==> config.mk <==
export PLATFORM = sky130hd
export DESIGN_NAME = stk_div
export DESIGN_NICKNAME = d
export VERILOG_FILES = /design/src/hdl/stk_pkg.sv /design/src/hdl/stk_div.sv
export SDC_FILE = /design/constraint.sdc
export NUM_CORES = 1
export LEC_CHECK = 0
export BUFFER_PORTS_ARGS = -buffer_cell sky130_fd_sc_hd__buf_4
export CELL_PAD_IN_SITES_DETAIL_PLACEMENT = 1
export CELL_PAD_IN_SITES_GLOBAL_PLACEMENT = 1
export CORE_MARGIN = 10
export CORE_UTILIZATION = 35
export CTS_BUF_LIST = sky130_fd_sc_hd__clkbuf_4
export DETAILED_ROUTE_END_ITERATION = 8
export GPL_TIMING_DRIVEN = 0
export HOLD_SLACK_MARGIN = 0.1
export PLACE_DENSITY = 0.74
export SETUP_SLACK_MARGIN = 0.3
export SYNTH_ARGS = -nofsm -noshare
export SYNTH_HDL_FRONTEND = slang
export SYNTH_SLANG_ARGS = --single-unit
export TNS_END_PERCENT = 30
==> constraint.sdc <==
create_clock -name clk -period 7.05 [get_ports clk]
set_clock_uncertainty 0.15 [all_clocks]
set_input_delay 2.115 -clock clk [delete_from_list [all_inputs] [get_ports clk]]
set_output_delay 2.115 -clock clk [all_outputs]
set_load 0.05 [all_outputs]
==> src/hdl/stk_pkg.sv <==
// ============================================================================
// stk_pkg
// Shared types and constants for the trajectory smoother.
// ============================================================================
`default_nettype none
package stk_pkg;
  localparam int PATH_WIDTH = 48;
  localparam int CORDIC_STEPS = 30;
  localparam logic [31:0] ONE_Q30 = 32'h4000_0000;
  localparam logic [31:0] PROCESS_NOISE_RST = 32'd4294967;
  localparam logic [31:0] MEASUREMENT_NOISE_RST = 32'd268435456;
  localparam logic signed [33:0] HALF_PI_Q30 = 34'sd1686629713;
  localparam logic signed [33:0] PI_Q30 = 34'sd3373259426;
  localparam logic signed [33:0] CORDIC_GAIN = 34'sd652032874;
  localparam logic [0:0] REG_PROCESS_NOISE = 1'b0;
  localparam logic [0:0] REG_MEASUREMENT_NOISE = 1'b1;

  typedef enum logic [3:0] {
    ST_IDLE, ST_PATH, ST_PREP, ST_DIV, ST_UPD, ST_VAR, ST_CORR, ST_CORDIC, ST_OUT
  } state_t;

  typedef struct packed {
    logic        start;
    logic [31:0] num_hi;
    logic [32:0] den;
  } div_req_t;

  typedef struct packed {
    logic        done;
    logic [31:0] quot;
  } div_rsp_t;

  function automatic logic signed [33:0] atan_lut(input logic [4:0] i);
    logic signed [33:0] v;
    case (i)
      5'd0: v = 34'sd843314856;  5'd1: v = 34'sd497837829;
      5'd2: v = 34'sd263043836;  5'd3: v = 34'sd133525158;
      5'd4: v = 34'sd67021686;   5'd5: v = 34'sd33543515;
      5'd6: v = 34'sd16775850;   5'd7: v = 34'sd8388437;
      5'd8: v = 34'sd4194282;    5'd9: v = 34'sd2097149;
      5'd10: v = 34'sd1048575;   5'd11: v = 34'sd524287;
      5'd12: v = 34'sd262143;    5'd13: v = 34'sd131071;
      5'd14: v = 34'sd65535;     5'd15: v = 34'sd32767;
      5'd16: v = 34'sd16383;     5'd17: v = 34'sd8191;
      5'd18: v = 34'sd4095;      5'd19: v = 34'sd2047;
      5'd20: v = 34'sd1023;      5'd21: v = 34'sd511;
      5'd22: v = 34'sd255;       5'd23: v = 34'sd127;
      5'd24: v = 34'sd63;        5'd25: v = 34'sd31;
      5'd26: v = 34'sd15;        5'd27: v = 34'sd7;
      5'd28: v = 34'sd3;         5'd29: v = 34'sd1;
      default: v = 34'sd0;
    endcase
    return v;
  endfunction
endpackage
`default_nettype wire

==> src/hdl/stk_div.sv <==
// ============================================================================
// stk_div
// Restoring divider, one quotient bit per cycle: (num_hi << 30) / den.
// ============================================================================
`default_nettype none
module stk_div
  import stk_pkg::*;
(
  input  wire logic     clk,
  input  wire logic     rst_n,
  input  wire div_req_t req,
  output div_rsp_t      rsp
);
  logic [62:0] num_r, num_nxt;
  logic [32:0] rem_r, rem_nxt;
  logic [31:0] quot_r, quot_nxt;
  logic [5:0]  cnt_r, cnt_nxt;
  logic        busy_r, busy_nxt;
  logic        done_r, done_nxt;
  logic [34:0] trial;

  always_comb begin
    num_nxt  = num_r;
    rem_nxt  = rem_r;
    quot_nxt = quot_r;
    cnt_nxt  = cnt_r;
    busy_nxt = busy_r;
    done_nxt = 1'b0;
    trial    = '0;
    if (req.start) begin
      num_nxt  = {1'b0, req.num_hi, 30'd0};
      rem_nxt  = '0;
      quot_nxt = '0;
      cnt_nxt  = 6'd63;
      busy_nxt = 1'b1;
    end else if (busy_r) begin
      trial   = {1'b0, rem_r, num_r[62]} - {2'b00, req.den};
      num_nxt = {num_r[61:0], 1'b0};
      if (!trial[34]) begin
        rem_nxt  = trial[32:0];
        quot_nxt = {quot_r[30:0], 1'b1};
      end else begin
        rem_nxt  = {rem_r[31:0], num_r[62]};
        quot_nxt = {quot_r[30:0], 1'b0};
      end
      cnt_nxt = cnt_r - 6'd1;
      if (cnt_r == 6'd1) begin
        busy_nxt = 1'b0;
        done_nxt = 1'b1;
      end
    end
  end

  always_ff @(posedge clk) begin
    if (!rst_n) begin
      busy_r <= 1'b0;
      done_r <= 1'b0;
      cnt_r  <= '0;
    end else begin
      busy_r <= busy_nxt;
      done_r <= done_nxt;
      cnt_r  <= cnt_nxt;
    end
    num_r  <= num_nxt;
    rem_r  <= rem_nxt;
    quot_r <= quot_nxt;
  end

  // quotient fits 31 bits since num <= den*2^30 when den != 0
  assign rsp.done = done_r;
  assign rsp.quot = quot_r;
endmodule
`default_nettype wire

==> run metrics <==
Main synth FF type=dfxtp_1; Crit path buffers/inverters=4; Arrival @ worst endpoint=5130 ps; max incr delay on CP=400 ps; Setup Viol. Count Final=0; Leakage=3.195 nW; required time worst endpoint=7300 ps; mapped cell area=0.006295 mm²; drt drc=0; RSZ-0062 raised after global routing=false; Setup crit start kind=input pin; final slew viol count=0; Crit Path Class=in2reg; total congestion overflow=0; Synth Instances=689; Bufs on Longest Clock Path=2; initial DRC count=216; share of layout cells above drive strength 1=21.74%; Layout Nets=904; Async SR Flop Fraction=0%; IO Count=101; Mapped Avg Cell Area=9.136 µm²; port bufs=100; Synth area leaders=dfxtp_1 24%, edfxtp_1 15%, ha_1 7.0%, mux2i_1 5.7%, mux2_2 5.7%; Pre-antenna DRT Iters=7; most common cell in the netlist=nor2_1; register area share after synthesis=38.80%; Worst Max-Slew Pin Slew=847.2 ps; Seq cells post-synth=106; crit path cell chain=buf_4 > ha_1 > inv_1 > fa_1 > a21oi_1 > o21ai_0 > a22o_1 > nor3_2 > o2111ai_2 > nand2_2 > buf_4 > buf_6 > o211ai_1 > a21oi_1; Final Power=1.363 mW; post-CTS setup buffers=0; Setup crit end kind=flip-flop; Sw Ratio=31.85%; die width=154.1 µm; Post-synth EDFFs=32; via count=5,306; Rows=48; final wirelength=18,040 µm; Starting Density=36.02%; Tightest Hold Check Type=reg2reg; family with the most delay on the worst path=compound AO/OA/AOI/OAI gates; ANT cells=0; Critical Path Fanout Max=10; largest net degree at the start of global routing=33; PwrDens=182.1 mW/mm²; maximum vdd drop=109.9 µV; Routed WL per cell=17.52 µm; area grow syn2layout=18.86%; Overall Global Routing Usage=14.77%; Rel. slew slack=43.35%; clk sinks=106; DPL Wire Length=14,070 µm; Max Fclk=205.1 MHz; Core Area=0.01748 mm²; Die Height=154.1 µm; Detail Route Antenna Nets=0; Slowest cell on crit path=fa_1; post-synth top area cell=dfxtp_1; Cell Int Power=0.9288 mW; crit path launch=req[0]; die area=0.02375 mm²; Fin. Hold Viols=0; Tcrit/Tclk final=69.16%; clk_lat worst skew=480 ps; RePlAce Congestion=0.8624; status=finished, final reports clean; first-pass GRT wire length=29,410 µm; syn nets=793; Flop pwr share=50.8%; clk root buf=clkbuf_4; CTS Hold Bufs=0; vias per std cell=5.151; setup TNS=0 ps; Max Cap Viol=0; total CTS buffers=9; number of global-route vias before repair=5,703; TritonCTS clock tree=done; share of the synthesized area in the top cell type=23.53%; yosys warns=0; fill cell instance count of the final layout=2,062; CTS H-Tree Depth=3; Clk pwr share=25.2%; Post-synth top cells=91 x nor2_1, 74 x dfxtp_1, 59 x nand2_1; synth unique cells=68; reg2reg start=num_r[62]; initial antenna violation count=0; CTS clk-pin slew, worst paths=160 ps; post-CTS sizing=0; minimum clock period after layout=4876 ps; Psw=0.4341 mW; combinational share of power=24.0%; min-delay src=rem_r[2]
-- logic make-up (layout without fill, tap and decap cells) --
| family | after synthesis | in the layout | share of synthesized area, % |
|---|---|---|---|
| AO/OA/AOI/OAI | 159 | 159 | 18.11 |
| XOR/XNOR | 27 | 27 | 3.757 |
| adder cells (fa/ha/maj) | 36 | 36 | 7.275 |
| buffers and inverters | 79 | 195 | 5.128 |
| flip-flops | 106 | 106 | 38.80 |
| multiplexers | 68 | 68 | 11.45 |
| AND/OR/NAND/NOR | 214 | 214 | 15.48 |
-- per-stage QoR --
step / instance area (µm²) / util, % / hold slack, ps / setup slack [ps] / cells
detailed placement: 7327 / 41.92 / 342.0 / 1706 / 1014
finish: 7482 / 42.81 / 367.7 / 2174 / 1030
global route: 7482 / 42.81 / 388.0 / 2013 / 1030
floorplan: 6295 / - / 306.5 / 2463 / 689
CTS: 7482 / 42.81 / 364.0 / 2216 / 1030
global placement: 7327 / 41.92 / 335.1 / 1723 / 1014
-- cell usage in the layout (no fill, tap or decap), types with 3 or more instances in the layout --
cell,Yosys,routed
dfxtp_1,74,74
and3_1,3,3
ha_1,35,35
o21ai_1,3,3
o21a_1,7,7
edfxtp_1,32,32
nor2_1,91,91
nand2_1,59,59
mux2i_1,36,36
a21o_1,14,14
buf_1,6,6
or3_1,3,3
nor3b_1,4,4
clkbuf_4,0,9
a211oi_1,10,10
xnor2_1,18,18
nand2b_1,8,8
nand3_1,6,6
buf_2,3,3
a311oi_2,4,4
mux2_2,32,32
nand4_1,7,7
nor3_1,11,11
xor2_1,9,9
nor2b_1,7,7
or2_2,3,3
inv_1,45,45
o21ai_0,19,19
clkbuf_1,21,21
o21bai_1,5,5
a31oi_1,7,7
a311oi_1,14,14
buf_4,2,102
o211ai_1,8,8
a21oi_1,41,41
-- power groups by stage --
stage	combinational (mW)	sequential [mW]	clock, mW
6_report	0.328	0.692	0.343
5_1_grt	0.364	0.697	0.375
4_1_cts	0.329	0.693	0.354
3_5_place_dp	0.326	0.705	0
3_3_place_gp	0.321	0.705	0
2_1_floorplan	0.231	0.699	0
-- worst register-to-register path, delay by kind of cell (launching register included) --
family	cells	cell delay, ps
compound gates	6	1380
fa+ha+maj	2	560
buf+inv	4	500
flops	1	360
simple gates	2	540
-- worst paths after layout --
check                    to  slack (ps)  cells past startpoint
setup reg to reg  rem_r[17]        3490                     14
hold reg to reg    rem_r[2]         370                      2
setup / recovery  rem_r[17]        2170                     14
hold / removal     rem_r[2]         370                      2
-- routing by layer --
metal	routed length, µm	up-vias	track usage, %
met5	0	-	0
met4	187	0	3.554
met3	1123	17	3.961
met2	8191	96	24.74
met1	8538	2512	18.37
li1	-	2681	-
-- sequential cells by signal (all words and copies together) (netlist names) --
| signal | count |
|---|---|
| num_r | 33 |
| quot_r | 32 |
| rem_r | 33 |
| busy_r | 1 |
| cnt_r | 6 |
| done_r | 1 |
-- area by class of cell --
class                           instances  area, µm²  share of cell area [%]
Multi-Input combinational cell        504       3530                   47.17
Clock buffer                            9      67.56                  0.9030
Timing Repair Buffer                  100      750.7                   10.03
Inverter                               45      168.9                   2.258
Buffer                                 34      153.9                   2.057
Clock inverter                          7      87.58                   1.171
Tap cell                              225      281.5                   3.763
Sequential cell                       106       2442                   32.64
Note: power is estimated with default switching activity, not from simulation.
